==> config.mk <==
export PLATFORM = sky130hd
export DESIGN_NAME = yuv_to_argb_flip_converter
export DESIGN_NICKNAME = d
export VERILOG_FILES = /design/src/rtl/yta_pkg.sv /design/src/rtl/yuv_to_argb_flip_converter.sv /design/src/rtl/yta_color_matrix.sv /design/src/rtl/yta_raster_counter.sv
export SDC_FILE = /design/constraint.sdc
export NUM_CORES = 1
export LEC_CHECK = 0
export ABC_AREA = 1
export BUFFER_PORTS_ARGS = -buffer_cell sky130_fd_sc_hd__buf_2
export CORE_ASPECT_RATIO = 1.5
export CORE_MARGIN = 2
export CORE_UTILIZATION = 49
export DETAILED_ROUTE_END_ITERATION = 7
export HOLD_SLACK_MARGIN = 0.06
export PLACE_DENSITY = 0.66
export SYNTH_ARGS = -nofsm -noshare
export SYNTH_HDL_FRONTEND = slang
export SYNTH_SLANG_ARGS = --single-unit
==> constraint.sdc <==
create_clock -name aclk -period 13.1 [get_ports aclk]
set_input_delay 1.31 -clock aclk [delete_from_list [all_inputs] [get_ports aclk]]
set_output_delay 1.31 -clock aclk [all_outputs]
set_load 0.005 [all_outputs]
==> src/rtl/yta_pkg.sv <==
`timescale 1ns / 1ps
// Shared constants, register indexes and coefficient helpers for the YUV to ARGB converter.
// Depends on nothing; used by every module of the block.
package yta_pkg;

    localparam int MAX_DIMENSION_DEFAULT   = 4096;
    localparam int COEFF_FRAC_BITS_DEFAULT = 14;

    localparam int CFG_DATA_WIDTH  = 13;
    localparam int CFG_INDEX_WIDTH = 2;

    localparam logic [CFG_INDEX_WIDTH-1:0] REG_PIXEL_FORMAT = 2'd0;
    localparam logic [CFG_INDEX_WIDTH-1:0] REG_FRAME_WIDTH  = 2'd1;
    localparam logic [CFG_INDEX_WIDTH-1:0] REG_FRAME_HEIGHT = 2'd2;

    localparam logic FMT_NV21   = 1'b0;
    localparam logic FMT_YUV420 = 1'b1;

    localparam logic [CFG_DATA_WIDTH-1:0] FRAME_WIDTH_RESET  = 13'd640;
    localparam logic [CFG_DATA_WIDTH-1:0] FRAME_HEIGHT_RESET = 13'd480;

    localparam int MILLI_RV = 1402;
    localparam int MILLI_GU = 344;
    localparam int MILLI_GV = 714;
    localparam int MILLI_BU = 1772;

    localparam logic [7:0] CHROMA_OFFSET = 8'd128;
    localparam logic [7:0] ALPHA_OPAQUE  = 8'hFF;
    localparam logic [7:0] BYTE_MAX      = 8'd255;

    localparam int INDEX_WIDTH = 24;

    // Coefficient in fixed point, rounded with ties going up.
    function automatic longint coef_q(input longint milli, input int frac_bits);
        return ((milli << frac_bits) + 64'sd500) / 1000;
    endfunction

endpackage

==> src/rtl/yuv_to_argb_flip_converter.sv <==
`timescale 1ns / 1ps
// Top level of the YUV to ARGB converter with vertically flipped destination index.
// Depends on yta_pkg, yta_raster_counter and yta_color_matrix.
//
// Pixels enter on the s_ stream in raster order, one beat per pixel, and leave
// on the m_ stream as one beat each: the packed ARGB word, the flipped
// destination index and tlast on the final pixel of the frame.
// The configuration port takes pixel format, frame width and frame height;
// write it only while no beat is in flight.
// Throughput is one pixel per clock cycle while m_tready stays high. A beat
// accepted is registered at the input, converted by the colour matrix and the
// index multiplier, and captured in the result register once that register is
// free; it is then offered on m_tvalid.
// When the receiver holds m_tready low the result register keeps its beat and
// the input register can still take one more beat before s_tready falls.
// Reset empties both registers, clears the raster counters and restores the
// configuration to NV21, 640 by 480. Changing the frame size does not clear
// the counters; a counter beyond the new size restarts at zero.
module yuv_to_argb_flip_converter #(
    parameter int MAX_DIMENSION   = yta_pkg::MAX_DIMENSION_DEFAULT,
    parameter int COEFF_FRAC_BITS = yta_pkg::COEFF_FRAC_BITS_DEFAULT
) (
    input  logic                                aclk,
    input  logic                                aresetn,
    input  logic                                cfg_wr_en,
    input  logic [yta_pkg::CFG_INDEX_WIDTH-1:0] cfg_addr,
    input  logic [yta_pkg::CFG_DATA_WIDTH-1:0]  cfg_wdata,
    input  logic                                s_tvalid,
    output logic                                s_tready,
    // luma [7:0], chroma_first [15:8], chroma_second [23:16]
    input  logic [23:0]                         s_tdata,
    output logic                                m_tvalid,
    input  logic                                m_tready,
    // argb_pixel [31:0], dest_index [55:32]
    output logic [55:0]                         m_tdata,
    output logic                                m_tlast
);

    localparam int DW = $clog2(MAX_DIMENSION + 1);
    localparam int CW = $clog2(MAX_DIMENSION);
    localparam int IW = yta_pkg::INDEX_WIDTH;
    localparam int XW = (2 * DW + 1 > IW) ? 2 * DW + 1 : IW;

    logic                               pixel_format_reg;
    logic [yta_pkg::CFG_DATA_WIDTH-1:0] frame_width_reg;
    logic [yta_pkg::CFG_DATA_WIDTH-1:0] frame_height_reg;

    logic          in_valid_reg;
    logic [23:0]   in_data_reg;
    logic [CW-1:0] in_column_reg;
    logic [CW-1:0] in_row_reg;
    logic          in_last_reg;

    logic          out_valid_reg;
    logic [31:0]   out_argb_reg;
    logic [IW-1:0] out_index_reg;
    logic          out_last_reg;

    logic          accept;
    logic          out_free;
    logic          move;
    logic [DW-1:0] width_eff;
    logic [DW-1:0] height_eff;
    logic [CW-1:0] column_pos;
    logic [CW-1:0] row_pos;
    logic          frame_end;
    logic [31:0]   argb_pixel;
    logic [DW-1:0] flipped_row;
    logic [XW-1:0] index_full;

    assign out_free = !out_valid_reg || m_tready;
    assign move     = in_valid_reg && out_free;
    assign s_tready = !in_valid_reg || out_free;
    assign accept   = s_tvalid && s_tready;

    always_ff @(posedge aclk) begin
        if (!aresetn) begin
            pixel_format_reg <= yta_pkg::FMT_NV21;
            frame_width_reg  <= yta_pkg::FRAME_WIDTH_RESET;
            frame_height_reg <= yta_pkg::FRAME_HEIGHT_RESET;
        end else if (cfg_wr_en) begin
            unique case (cfg_addr)
                yta_pkg::REG_PIXEL_FORMAT: begin
                    pixel_format_reg <= cfg_wdata[0];
                end
                yta_pkg::REG_FRAME_WIDTH: begin
                    frame_width_reg <= cfg_wdata;
                end
                yta_pkg::REG_FRAME_HEIGHT: begin
                    frame_height_reg <= cfg_wdata;
                end
                default: begin
                end
            endcase
        end
    end

    yta_raster_counter #(
        .MAX_DIMENSION (MAX_DIMENSION)
    ) u_raster (
        .aclk         (aclk),
        .aresetn      (aresetn),
        .advance      (accept),
        .frame_width  (frame_width_reg),
        .frame_height (frame_height_reg),
        .width_eff    (width_eff),
        .height_eff   (height_eff),
        .column_pos   (column_pos),
        .row_pos      (row_pos),
        .frame_end    (frame_end)
    );

    always_ff @(posedge aclk) begin
        if (!aresetn) begin
            in_valid_reg <= 1'b0;
        end else if (accept) begin
            in_valid_reg <= 1'b1;
        end else if (move) begin
            in_valid_reg <= 1'b0;
        end
    end

    always_ff @(posedge aclk) begin
        if (accept) begin
            in_data_reg   <= s_tdata;
            in_column_reg <= column_pos;
            in_row_reg    <= row_pos;
            in_last_reg   <= frame_end;
        end
    end

    yta_color_matrix #(
        .COEFF_FRAC_BITS (COEFF_FRAC_BITS)
    ) u_matrix (
        .pixel_format  (pixel_format_reg),
        .luma          (in_data_reg[7:0]),
        .chroma_first  (in_data_reg[15:8]),
        .chroma_second (in_data_reg[23:16]),
        .argb_pixel    (argb_pixel)
    );

    assign flipped_row = height_eff - DW'(1) - DW'(in_row_reg);
    assign index_full  = XW'(flipped_row) * XW'(width_eff) + XW'(in_column_reg);

    always_ff @(posedge aclk) begin
        if (!aresetn) begin
            out_valid_reg <= 1'b0;
        end else if (out_free) begin
            out_valid_reg <= in_valid_reg;
        end
    end

    always_ff @(posedge aclk) begin
        if (move) begin
            out_argb_reg  <= argb_pixel;
            out_index_reg <= index_full[IW-1:0];
            out_last_reg  <= in_last_reg;
        end
    end

    assign m_tvalid = out_valid_reg;
    assign m_tdata  = {out_index_reg, out_argb_reg};
    assign m_tlast  = out_last_reg;

endmodule

==> src/rtl/yta_color_matrix.sv <==
`timescale 1ns / 1ps
// Full-range BT.601 YUV to opaque ARGB conversion for one pixel, purely combinational.
// Depends on yta_pkg for the chroma order codes and coefficients.
module yta_color_matrix #(
    parameter int COEFF_FRAC_BITS = yta_pkg::COEFF_FRAC_BITS_DEFAULT
) (
    input  logic        pixel_format,
    input  logic [7:0]  luma,
    input  logic [7:0]  chroma_first,
    input  logic [7:0]  chroma_second,
    output logic [31:0] argb_pixel
);

    localparam int SW = COEFF_FRAC_BITS + 11;

    localparam logic signed [SW-1:0] K_RV =
        SW'(yta_pkg::coef_q(yta_pkg::MILLI_RV, COEFF_FRAC_BITS));
    localparam logic signed [SW-1:0] K_GU =
        SW'(yta_pkg::coef_q(yta_pkg::MILLI_GU, COEFF_FRAC_BITS));
    localparam logic signed [SW-1:0] K_GV =
        SW'(yta_pkg::coef_q(yta_pkg::MILLI_GV, COEFF_FRAC_BITS));
    localparam logic signed [SW-1:0] K_BU =
        SW'(yta_pkg::coef_q(yta_pkg::MILLI_BU, COEFF_FRAC_BITS));

    logic signed [8:0]    c1;
    logic signed [8:0]    c2;
    logic signed [8:0]    u;
    logic signed [8:0]    v;
    logic signed [SW-1:0] u_ext;
    logic signed [SW-1:0] v_ext;
    logic signed [SW-1:0] ys;
    logic signed [SW-1:0] sum_r;
    logic signed [SW-1:0] sum_g;
    logic signed [SW-1:0] sum_b;
    logic [7:0]           red;
    logic [7:0]           green;
    logic [7:0]           blue;

    function automatic logic [7:0] to_byte(input logic signed [SW-1:0] sum);
        logic [SW-COEFF_FRAC_BITS-1:0] whole;
        whole = sum[SW-1:COEFF_FRAC_BITS];
        if (sum[SW-1]) begin
            return 8'd0;
        end else if (|whole[SW-COEFF_FRAC_BITS-1:8]) begin
            return yta_pkg::BYTE_MAX;
        end else begin
            return whole[7:0];
        end
    endfunction

    assign c1 = $signed({1'b0, chroma_first}) - $signed({1'b0, yta_pkg::CHROMA_OFFSET});
    assign c2 = $signed({1'b0, chroma_second}) - $signed({1'b0, yta_pkg::CHROMA_OFFSET});

    always_comb begin
        if (pixel_format == yta_pkg::FMT_YUV420) begin
            u = c1;
            v = c2;
        end else begin
            v = c1;
            u = c2;
        end
    end

    assign u_ext = {{(SW-9){u[8]}}, u};
    assign v_ext = {{(SW-9){v[8]}}, v};
    assign ys    = $signed({3'b000, luma, {COEFF_FRAC_BITS{1'b0}}});

    assign sum_r = ys + K_RV * v_ext;
    assign sum_g = ys - K_GU * u_ext - K_GV * v_ext;
    assign sum_b = ys + K_BU * u_ext;

    assign red   = to_byte(sum_r);
    assign green = to_byte(sum_g);
    assign blue  = to_byte(sum_b);

    assign argb_pixel = {yta_pkg::ALPHA_OPAQUE, red, green, blue};

endmodule

==> src/rtl/yta_raster_counter.sv <==
`timescale 1ns / 1ps
// Column and row counters of the raster scan, with frame size clamping and wrap.
// Depends on yta_pkg for the configuration data width.
module yta_raster_counter #(
    parameter int MAX_DIMENSION = yta_pkg::MAX_DIMENSION_DEFAULT,
    localparam int DW = $clog2(MAX_DIMENSION + 1),
    localparam int CW = $clog2(MAX_DIMENSION)
) (
    input  logic                                aclk,
    input  logic                                aresetn,
    input  logic                                advance,
    input  logic [yta_pkg::CFG_DATA_WIDTH-1:0]  frame_width,
    input  logic [yta_pkg::CFG_DATA_WIDTH-1:0]  frame_height,
    output logic [DW-1:0]                       width_eff,
    output logic [DW-1:0]                       height_eff,
    output logic [CW-1:0]                       column_pos,
    output logic [CW-1:0]                       row_pos,
    output logic                                frame_end
);

    localparam int EW = (DW > yta_pkg::CFG_DATA_WIDTH) ? DW : yta_pkg::CFG_DATA_WIDTH;

    logic [CW-1:0] column_count_reg;
    logic [CW-1:0] column_count_next;
    logic [CW-1:0] row_count_reg;
    logic [CW-1:0] row_count_next;
    logic [DW-1:0] column_inc;
    logic [DW-1:0] row_inc;

    function automatic logic [DW-1:0] eff_size(input logic [yta_pkg::CFG_DATA_WIDTH-1:0] v);
        logic [EW-1:0] v_ext;
        v_ext = EW'(v);
        if (v_ext == '0) begin
            return DW'(1);
        end else if (v_ext > EW'(MAX_DIMENSION)) begin
            return DW'(MAX_DIMENSION);
        end else begin
            return v_ext[DW-1:0];
        end
    endfunction

    assign width_eff  = eff_size(frame_width);
    assign height_eff = eff_size(frame_height);

    assign column_pos = (DW'(column_count_reg) >= width_eff)  ? '0 : column_count_reg;
    assign row_pos    = (DW'(row_count_reg)    >= height_eff) ? '0 : row_count_reg;

    assign column_inc = DW'(column_pos) + DW'(1);
    assign row_inc    = DW'(row_pos) + DW'(1);

    assign frame_end = (DW'(row_pos) == height_eff - DW'(1)) &&
                       (DW'(column_pos) == width_eff - DW'(1));

    always_comb begin
        column_count_next = column_count_reg;
        row_count_next    = row_count_reg;
        if (advance) begin
            if (column_inc >= width_eff) begin
                column_count_next = '0;
                row_count_next    = (row_inc >= height_eff) ? '0 : row_inc[CW-1:0];
            end else begin
                column_count_next = column_inc[CW-1:0];
                row_count_next    = row_pos;
            end
        end
    end

    always_ff @(posedge aclk) begin
        if (!aresetn) begin
            column_count_reg <= '0;
            row_count_reg    <= '0;
        end else begin
            column_count_reg <= column_count_next;
            row_count_reg    <= row_count_next;
        end
    end

endmodule

* Word-level counts from Yosys, hierarchy flattened
Index checks and enable logic that the tools add are counted.
** Storage, ports and cells
- Flip-flop bits (word level) :: 151
- Bits in latches :: 0
- Bits in writable memories :: 0
- ROM bits :: 0
- Bits of input ports :: 44
- Output and inout port bits :: 59
- Word-level logic and storage cells :: 76
- Memories :: 0
** Operators by class
- Add/sub/neg operators :: 12
- $mul :: 5
- Div/mod/pow operators :: 0
- Magnitude comparators :: 6
- Equality and inequality tests :: 4
- Shift-type cells :: 0
- Multiplexer cells :: 16
- Bitwise logic cells :: 0
- Reductions and logical operators :: 17
** Operator list (number)
- $mux W12 :: 5
- $mux W13 :: 4
- $add A23 B25 Y25 :: 2
- $add A12 B1 Y13 const B :: 2
- $eq A12 B13 Y1 :: 2
- $ge A12 B13 Y1 :: 2
- $ge A13 B13 Y1 :: 2
- $gt A13 B13 Y1 const B :: 2
- $logic_not A13 Y1 :: 2
- $sub A13 B1 Y13 const B :: 2
- $sub A23 B25 Y25 :: 1
- $sub A25 B25 Y25 :: 1
- $add A24 B12 Y24 :: 1
- $mul A13 B13 Y24 :: 1
- $mul A15 B9 Y24 const A :: 1
- $mux W8 :: 3
- $mul A14 B9 Y23 const A :: 1
- $mul A13 B9 Y22 const A :: 1
- $mul A12 B9 Y21 const A :: 1
- $mux W9 :: 2
- $sub A8 B8 Y9 const B :: 2
- $sub A13 B12 Y13 :: 1
- $reduce_or A3 Y1 :: 3
- $reduce_and A2 Y1 :: 3
- 8 further kinds :: 13

* Longest topological paths before layout
Gate-level depths: netlist (run 1).
- Depth in word-level cells :: 9
- Mapped depth :: 43
- Depth with buffers taken out :: 42

* By module
From an unflattened synthesis (run 1), not the netlist that was laid out.
** Unflattened totals
- Cells, all modules :: 3133
- Area, all modules :: 24527.3 um2
** Modules (own cells, without submodules)
- yuv_to_argb_flip_converter :: instances 1, cells each 1083, area each 10641.5 um2, seq. area each 3763.6 um2
- yta_color_matrix :: instances 1, cells each 1286, area each 9555.4 um2, seq. area each 0.0 um2
- yta_raster_counter :: instances 1, cells each 764, area each 4330.4 um2, seq. area each 480.5 um2

* Worst setup path before layout (run 1)
OpenSTA, ideal clock, no wires.
- Kind :: flip-flop to flip-flop
- From :: register frame_height_reg[2] (netlist bit)
- To :: register out_index_reg[18], data pin
- Setup time :: 0.258 ns
- Arrival :: 7.370 ns
- Data required time :: 12.842 ns
- Setup slack :: 5.472 ns
- Stages on the path, launching flop included :: 36
- Path buffers :: 1
- Clock period less this slack :: 7.628 ns
- Cell sequence :: dfxtp_1 > nor2_1 > nand3_1 > nor2_1 > nand2_1 > nand2_1 > buf_4 > nand2_1 > ha_1 > xor2_1 > inv_1 > ha_1 > nand2_1 > nand2_1 > o21ai_0 > o21ai_0 > xor2_1 > inv_1 > nor2_1 > fa_1 > inv_1 > fa_1 > fa_1 > fa_1 > inv_1 > fa_1 > inv_1 > fa_1 > inv_1 > ha_1 > nand4_1 > o21ai_0 > a31oi_1 > o21ai_0 > a21oi_1 > xnor2_1
** Between the ends
- Longest elaborated chain between the ends :: 7
- Elaborated cells between the ends (all ways) :: 8
- Those cells by class :: add/sub (3); mul (1); order compare (1); mux (2); reduce/logical (1)
** Ends and longest elaborated chain
- from (decl) :: RTL line yuv_to_argb_flip_converter.sv:46 : logic [yta_pkg::CFG_DATA_WIDTH-1:0] frame_height_reg;
- from (signal assigned) :: RTL line yuv_to_argb_flip_converter.sv:80 : frame_height_reg <= yta_pkg::FRAME_HEIGHT_RESET;
- from (signal assigned) :: RTL line yuv_to_argb_flip_converter.sv:90 : frame_height_reg <= cfg_wdata;
- $gt A13 B13 Y1 :: RTL line yta_raster_counter.sv:35 : end else if (v_ext > EW'(MAX_DIMENSION)) begin
- $mux W13 :: RTL line yta_raster_counter.sv:35
- $mux W13 (*) :: RTL line yta_raster_counter.sv:33 : if (v_ext == '0) begin
- $sub A13 B1 Y13 (*) :: RTL line yuv_to_argb_flip_converter.sv:142 : assign flipped_row = height_eff - DW'(1) - DW'(in_row_reg);
- $sub A13 B12 Y13 (*) :: RTL line yuv_to_argb_flip_converter.sv:142
- $mul A13 B13 Y24 (*) :: RTL line yuv_to_argb_flip_converter.sv:143 : assign index_full = XW'(flipped_row) * XW'(width_eff) + XW'(in_column_reg);
- $add A24 B12 Y24 (*) :: RTL line yuv_to_argb_flip_converter.sv:143
- named net index_full[18] :: RTL line yuv_to_argb_flip_converter.sv:69 : logic [XW-1:0] index_full;
- to (signal assigned) :: RTL line yuv_to_argb_flip_converter.sv:156 : out_index_reg <= index_full[IW-1:0];
- to (decl) :: RTL line yuv_to_argb_flip_converter.sv:56 : logic [IW-1:0] out_index_reg;
Mark *: on every way through the listed nets, which the timed path passes. The rest lies on a longest branch.
A chain may end at the register's enable or synchronous reset.

* Worst setup path in the final report (run 1)
Same ends and word-level chain as after synthesis.

==> results of run 1 <==
==> worst max-delay path: cells and delay by family, from the launching register on <==
family                   cells  cell delay [ns]
AND/OR/NAND/NOR             12             1.81
AO/OA/AOI/OAI                6             1.25
flip-flops                   1             0.37
adder cells (fa/ha/maj)      9             3.65
buffers and inverters        4             0.56
XOR/XNOR                     3             1.05
==> final cells by class <==
type,count,area [um^2]
sequential,151,4000
fill,4437,21700
multi-input combinational,2089,16700
tap,594,743
inverter,614,2300
timing repair buffer,115,628
clock inverter,15,178
clock buffer,17,425
==> kinds of logic after synthesis <==
group	count (synthesis)	share of synthesized area
other	1	0.000161
and+or+nand+nor	988	0.180
buffers and inverters	658	0.109
adders and majority gates	625	0.410
AOI/OAI and AO/OA	359	0.0858
xor gates and xnor gates	109	0.0423
DFF	151	0.172
==> cell usage after synthesis (7+ instances only) <==
master      n
clkbuf_1   23
nor3_1     24
a21oi_1   162
nor2_4      9
dfxtp_1    53
o21ai_0   117
a31oi_1    13
o211ai_1    9
ha_1      397
xnor2_1    26
a21o_1      8
xor2_1     80
fa_1      228
buf_2       8
nand4_1    35
inv_2       7
nor4_1      7
edfxtp_1   98
buf_4       9
inv_1     605
nor2_1    262
o21ai_1     7
nor2_2      8
nand2_1   503
nand3_1   113
==> path summary, 6_finish.rpt <==
| kind | cells past startpoint | slack, ns | endpoint | start |
|---|---|---|---|---|
| hold reg to reg | 0 | 0.43 | m_tlast$_DFFE_PP_ | in_last_reg$_DFFE_PP_ |
| setup reg to reg | 34 | 4.16 | out_index_reg[18]$_DFFE_PP_ | frame_height_reg[2]$_SDFFE_PN0P_ |
| setup / recovery | 34 | 4.16 | out_index_reg[18]$_DFFE_PP_ | frame_height_reg[2]$_SDFFE_PN0P_ |
| hold / removal | 0 | 0.43 | m_tlast$_DFFE_PP_ | in_last_reg$_DFFE_PP_ |
==> metrics by stage <==
stage / instances / worst slack [ns] / utilization
after global placement: 3563 / 4.39 / 0.522
final: 3595 / 4.16 / 0.535
after detailed placement: 3563 / 4.32 / 0.522
after floorplan: 2898 / 5.47 / -
after CTS: 3595 / 4.27 / 0.535
after global routing: 3595 / 3.46 / 0.535
==> layer usage <==
layer | wire, um | vias to the layer above | share of wire | track usage
met5 | 0 | - | 0 | 0
met4 | 5550 | 0 | 0.084 | 0.209
met3 | 2410 | 223 | 0.037 | 0.0308
met2 | 35200 | 557 | 0.53 | 0.533
met1 | 22800 | 9391 | 0.35 | 0.266
li1 | - | 9405 | - | -
==> cells in the final DEF (no fill, tap or decap), drive strengths merged, types with 3 or more instances in the layout <==
cell type / Yosys / routed
a211oi: 6 / 6
a21o: 8 / 8
a21oi: 165 / 165
a221oi: 3 / 3
a31oi: 13 / 13
buf: 21 / 115
clkbuf: 23 / 17
clkinv: 2 / 6
conb: 1 / 8
dfxtp: 53 / 53
edfxtp: 98 / 98
fa: 228 / 228
ha: 397 / 397
inv: 612 / 622
nand2: 510 / 510
nand3: 116 / 116
nand3b: 4 / 4
nand4: 35 / 35
nor2: 280 / 280
nor3: 24 / 24
nor4: 7 / 7
o211ai: 9 / 9
o21a: 6 / 6
o21ai: 126 / 126
o21bai: 6 / 6
o41ai: 4 / 4
or2: 7 / 7
xnor2: 26 / 26
xor2: 82 / 82
==> impl_metrics.json, run 1 <==
{
  "timing.final.crit_share": 0.682,
  "antenna_left": 0,
  "rsz0062_at_grt": "no",
  "netlist.area_leader.share": 0.214,
  "cp.arrival_ns": 9.16,
  "slew_violations": 0,
  "cts_inserted_buffers": 17,
  "vias": 19600,
  "cts_max_path_buffers": 2,
  "rows": 97,
  "core_mm2": 0.0467,
  "die_h_um": 271,
  "cts.clk_slew.worst_paths_ns": 0.08,
  "grt_pass1_vias": 20700,
  "grt_max_degree": 53,
  "wl_per_cell_um": 18.3,
  "cts-root-buf": "clkbuf_16",
  "place_congestion": 0.961,
  "fin_setup_tns_ns": 0,
  "crit_top_cell": "nand2_1",
  "synthCells": 2891,
  "finClkSkew_ns": 0.0191,
  "hp-class": "reg2reg",
  "cts_tree": "yes",
  "clk-insertion-delay-late_ns": 0.49,
  "cp_max_fo": 15,
  "drc_errors": 0,
  "synthArstFlopShare": 0,
  "yosysWarnings": 0,
  "cts_max_level": 4,
  "whs_ns": 0.432,
  "cts-resized-gates": 0,
  "ys_top_cells_by_area": "ha_1 (21%), fa_1 (20%), edfxtp_1 (13%)",
  "post_cts_buffers": 0,
  "antenna_cells": 0,
  "slew_headroom": 0.214,
  "max_stage_delay_ns": 0.66,
  "ys.flop_type": "edfxtp_1",
  "finalSetupViolCount": 0,
  "via_per_inst": 5.45,
  "max_freq_mhz": 112,
  "wl_mm": 65.9,
  "dieArea_mm2": 0.0492,
  "critical_path_class": "reg2reg",
  "grt.overflow.total": 0,
  "stdcell_area_mm2": 0.0250,
  "synth-edff-count": 98,
  "ios": 103,
  "antenna_found_initial": 0,
  "dp_hpwl_mm": 55.6,
  "synth_top_area_cell": "ha_1",
  "syn_to_final_growth_pct": 7.70,
  "ys_seq_elements": 151,
  "postCtsHoldBufs": 0,
  "ys_types": 58,
  "grt_usage": 0.277,
  "required_ns": 13.32,
  "status": "finished clean",
  "start_util": 0.497,
  "avgSynthCellArea_um2": 8.03,
  "cpMaxStageDelayCell": "xor2_1",
  "placed_area_mm2": 0.0244,
  "synth_seq_area_share": 0.172,
  "worst_pin_slew_ns": 1.17,
  "syn_area_mm2": 0.0232,
  "min_period_ns": 8.94,
  "grt_first_pass_wirelength_mm": 105,
  "dr.pass1.iters": 7,
  "drv_cap": 0,
  "drtIter0Drc": 927,
  "die_w_um": 182,
  "final_nets": 3657,
  "portBuffers": 94,
  "startpoint_type": "flop",
  "clock_sinks": 151,
  "endpoint_kind": "flop",
  "drive_above_1_share": 0.0656,
  "hold_viol_final": 0
}
Power of run 1 is left out: the tool's default activity adds up to more than one toggle a clock period on the data nets, which glitch-free logic cannot reach.
==> inputs of run 2 (changes only) <==
--- a/config.mk
+++ b/config.mk
@@ -12,7 +12,7 @@
 export CORE_UTILIZATION = 49
 export DETAILED_ROUTE_END_ITERATION = 7
 export HOLD_SLACK_MARGIN = 0.06
-export PLACE_DENSITY = 0.66
+export PLACE_DENSITY = 0.68
 export SYNTH_ARGS = -nofsm -noshare
 export SYNTH_HDL_FRONTEND = slang
 export SYNTH_SLANG_ARGS = --single-unit
==> constraint.sdc (replaced) <==
create_clock -name aclk -period 7.7 [get_ports aclk]
set_input_delay 0.77 -clock aclk [delete_from_list [all_inputs] [get_ports aclk]]
set_output_delay 0.77 -clock aclk [all_outputs]
set_load 0.005 [all_outputs]
==> impl_metrics.json, run 2 (synthesis gave the netlist of run 1 again) <==
{
  "antenna_cells": 0,
  "grt_max_degree": 53,
  "highest_layer": "met4",
  "place_congestion": 0.975,
  "wl_met3_mm": 2.56,
  "antenna_left": 0,
  "grt.overflow.total": 0,
  "path_buf_inv": 6,
  "wl_met2_mm": 37.2,
  "cp.arrival_ns": 7.75,
  "holdPathEnd": "m_tlast$_DFFE_PP_",
  "drv_cap": 0,
  "worst_pin_slew_ns": 1.09,
  "grt_first_pass_wirelength_mm": 110,
  "antenna_found_initial": 0,
  "core_mm2": 0.0467,
  "cts_max_level": 4,
  "dp_hpwl_mm": 58.2,
  "cp_max_fo": 5,
  "min_path_cells": 0,
  "layout_common_cells": "inv_1 (588), nand2_1 (474), ha_1 (366)",
  "vias": 20500,
  "clk-insertion-delay-late_ns": 0.49,
  "hp-class": "reg2reg",
  "die_w_um": 182,
  "hold_viol_final": 0,
  "fin_setup_tns_ns": 0,
  "wl_mm": 70.5,
  "finClkSkew_ns": 0.0119,
  "portBuffers": 94,
  "cp_top_family": "adder cells",
  "die_h_um": 271,
  "cts.clk_slew.worst_paths_ns": 0.08,
  "status": "finished, violations left",
  "final_nets": 3835,
  "grt_usage": 0.288,
  "rr_startpoint": "frame_height_reg[2]$_SDFFE_PN0P_",
  "m1WireLength_mm": 23.8,
  "clock_sinks": 151,
  "endpoint_kind": "flop",
  "syn_to_final_growth_pct": 17.5,
  "min_from": "in_last_reg$_DFFE_PP_",
  "max_freq_mhz": 133,
  "wl_per_cell_um": 18.7,
  "slew_headroom": 0.268,
  "startpoint_type": "flop",
  "drive_above_1_share": 0.162,
  "r2r_slack_ns": 0.18,
  "finalSetupViolCount": 0,
  "slew_violations": 0,
  "min_period_ns": 7.52,
  "start_util": 0.497,
  "timing.final.crit_share": 0.976,
  "ios": 103,
  "violations": "design-rule violations",
  "cts-root-buf": "clkbuf_16",
  "rows": 97,
  "final_common_cell": "inv_1",
  "max_stage_delay_ns": 0.54,
  "dr.pass1.iters": 8,
  "drtIter0Drc": 1110,
  "cpMaxStageDelayCell": "fa_1",
  "worstRegToRegCells": 36,
  "dieArea_mm2": 0.0492,
  "grt_pass1_vias": 21800,
  "critical_path_class": "reg2reg",
  "cts_tree": "yes",
  "cts_inserted_buffers": 17,
  "via_per_inst": 5.44,
  "cts_max_path_buffers": 2,
  "r2r-end": "out_index_reg[22]$_DFFE_PP_",
  "drc_errors": 2,
  "required_ns": 7.93
}
-- run 2: layout make-up --
type | instances | area [um^2]
inverters | 614 | 2310
repair buffers | 293 | 2020
well taps | 594 | 743
flip-flops and latches | 151 | 4010
clock buffers | 17 | 425
multi-input cells | 2089 | 17600
clock inverters | 15 | 194
fillers | 4263 | 19400
-- run 2: repair_timing --
action / in CTS / in global routing
setup buffers: 2 / 18
resized for setup: 12 / 177
hold buffers: 0 / 0
cloned: 0 / 1
endpoints found under the setup margin: 8 / 38
pin swaps: 2 / 70
-- run 2: worst max path at each step --
| stage | cells after the start | to | from | slack, ns |
|---|---|---|---|---|
| after floorplan | 35 | out_index_reg[18]$_DFFE_PP_ | frame_height_reg[2]$_SDFFE_PN0P_ | 0.07 |
| after global placement | 34 | out_index_reg[16]$_DFFE_PP_ | frame_height_reg[4]$_SDFFE_PN0P_ | -0.04 |
| after detailed placement | 36 | out_index_reg[16]$_DFFE_PP_ | frame_height_reg[6]$_SDFFE_PN1P_ | -0.15 |
| after CTS | 36 | out_index_reg[22]$_DFFE_PP_ | frame_height_reg[6]$_SDFFE_PN1P_ | 0.02 |
| after global routing | 37 | out_index_reg[22]$_DFFE_PP_ | frame_height_reg[2]$_SDFFE_PN0P_ | -0.19 |
| final | 36 | out_index_reg[22]$_DFFE_PP_ | frame_height_reg[2]$_SDFFE_PN0P_ | 0.18 |
-- run 2: worst reg2reg max path, delay by kind of cell (launching register included) --
| family | cells | cell delay (ns) |
|---|---|---|
| AND/OR/NAND/NOR | 13 | 1.40 |
| buffers and inverters | 6 | 0.41 |
| AO/OA/AOI/OAI | 7 | 1.24 |
| XOR/XNOR | 1 | 0.16 |
| adder cells (fa/ha/maj) | 9 | 3.76 |
| flip-flops | 1 | 0.31 |
-- run 2: layer usage --
layer,GRT usage,up-vias
li1,-,9757
met5,0,-
met2,0.553,584
met1,0.272,9911
met4,0.234,0
met3,0.0310,288
-- run 2: metrics by stage --
| step | area [um^2] | utilization | cells | hold WS [ns] | setup slack, ns |
|---|---|---|---|---|---|
| floorplan | 23200 | - | 2898 | 0.400 | 0.0721 |
| finish | 27300 | 0.584 | 3773 | 0.437 | 0.183 |
| CTS | 26300 | 0.562 | 3754 | 0.437 | 0.0220 |
| global placement | 25600 | 0.548 | 3720 | 0.411 | -0.0397 |
| global route | 27300 | 0.584 | 3773 | 0.444 | -0.190 |
| detailed placement | 25600 | 0.548 | 3720 | 0.432 | -0.153 |
Power of run 2 is left out for the same reason.
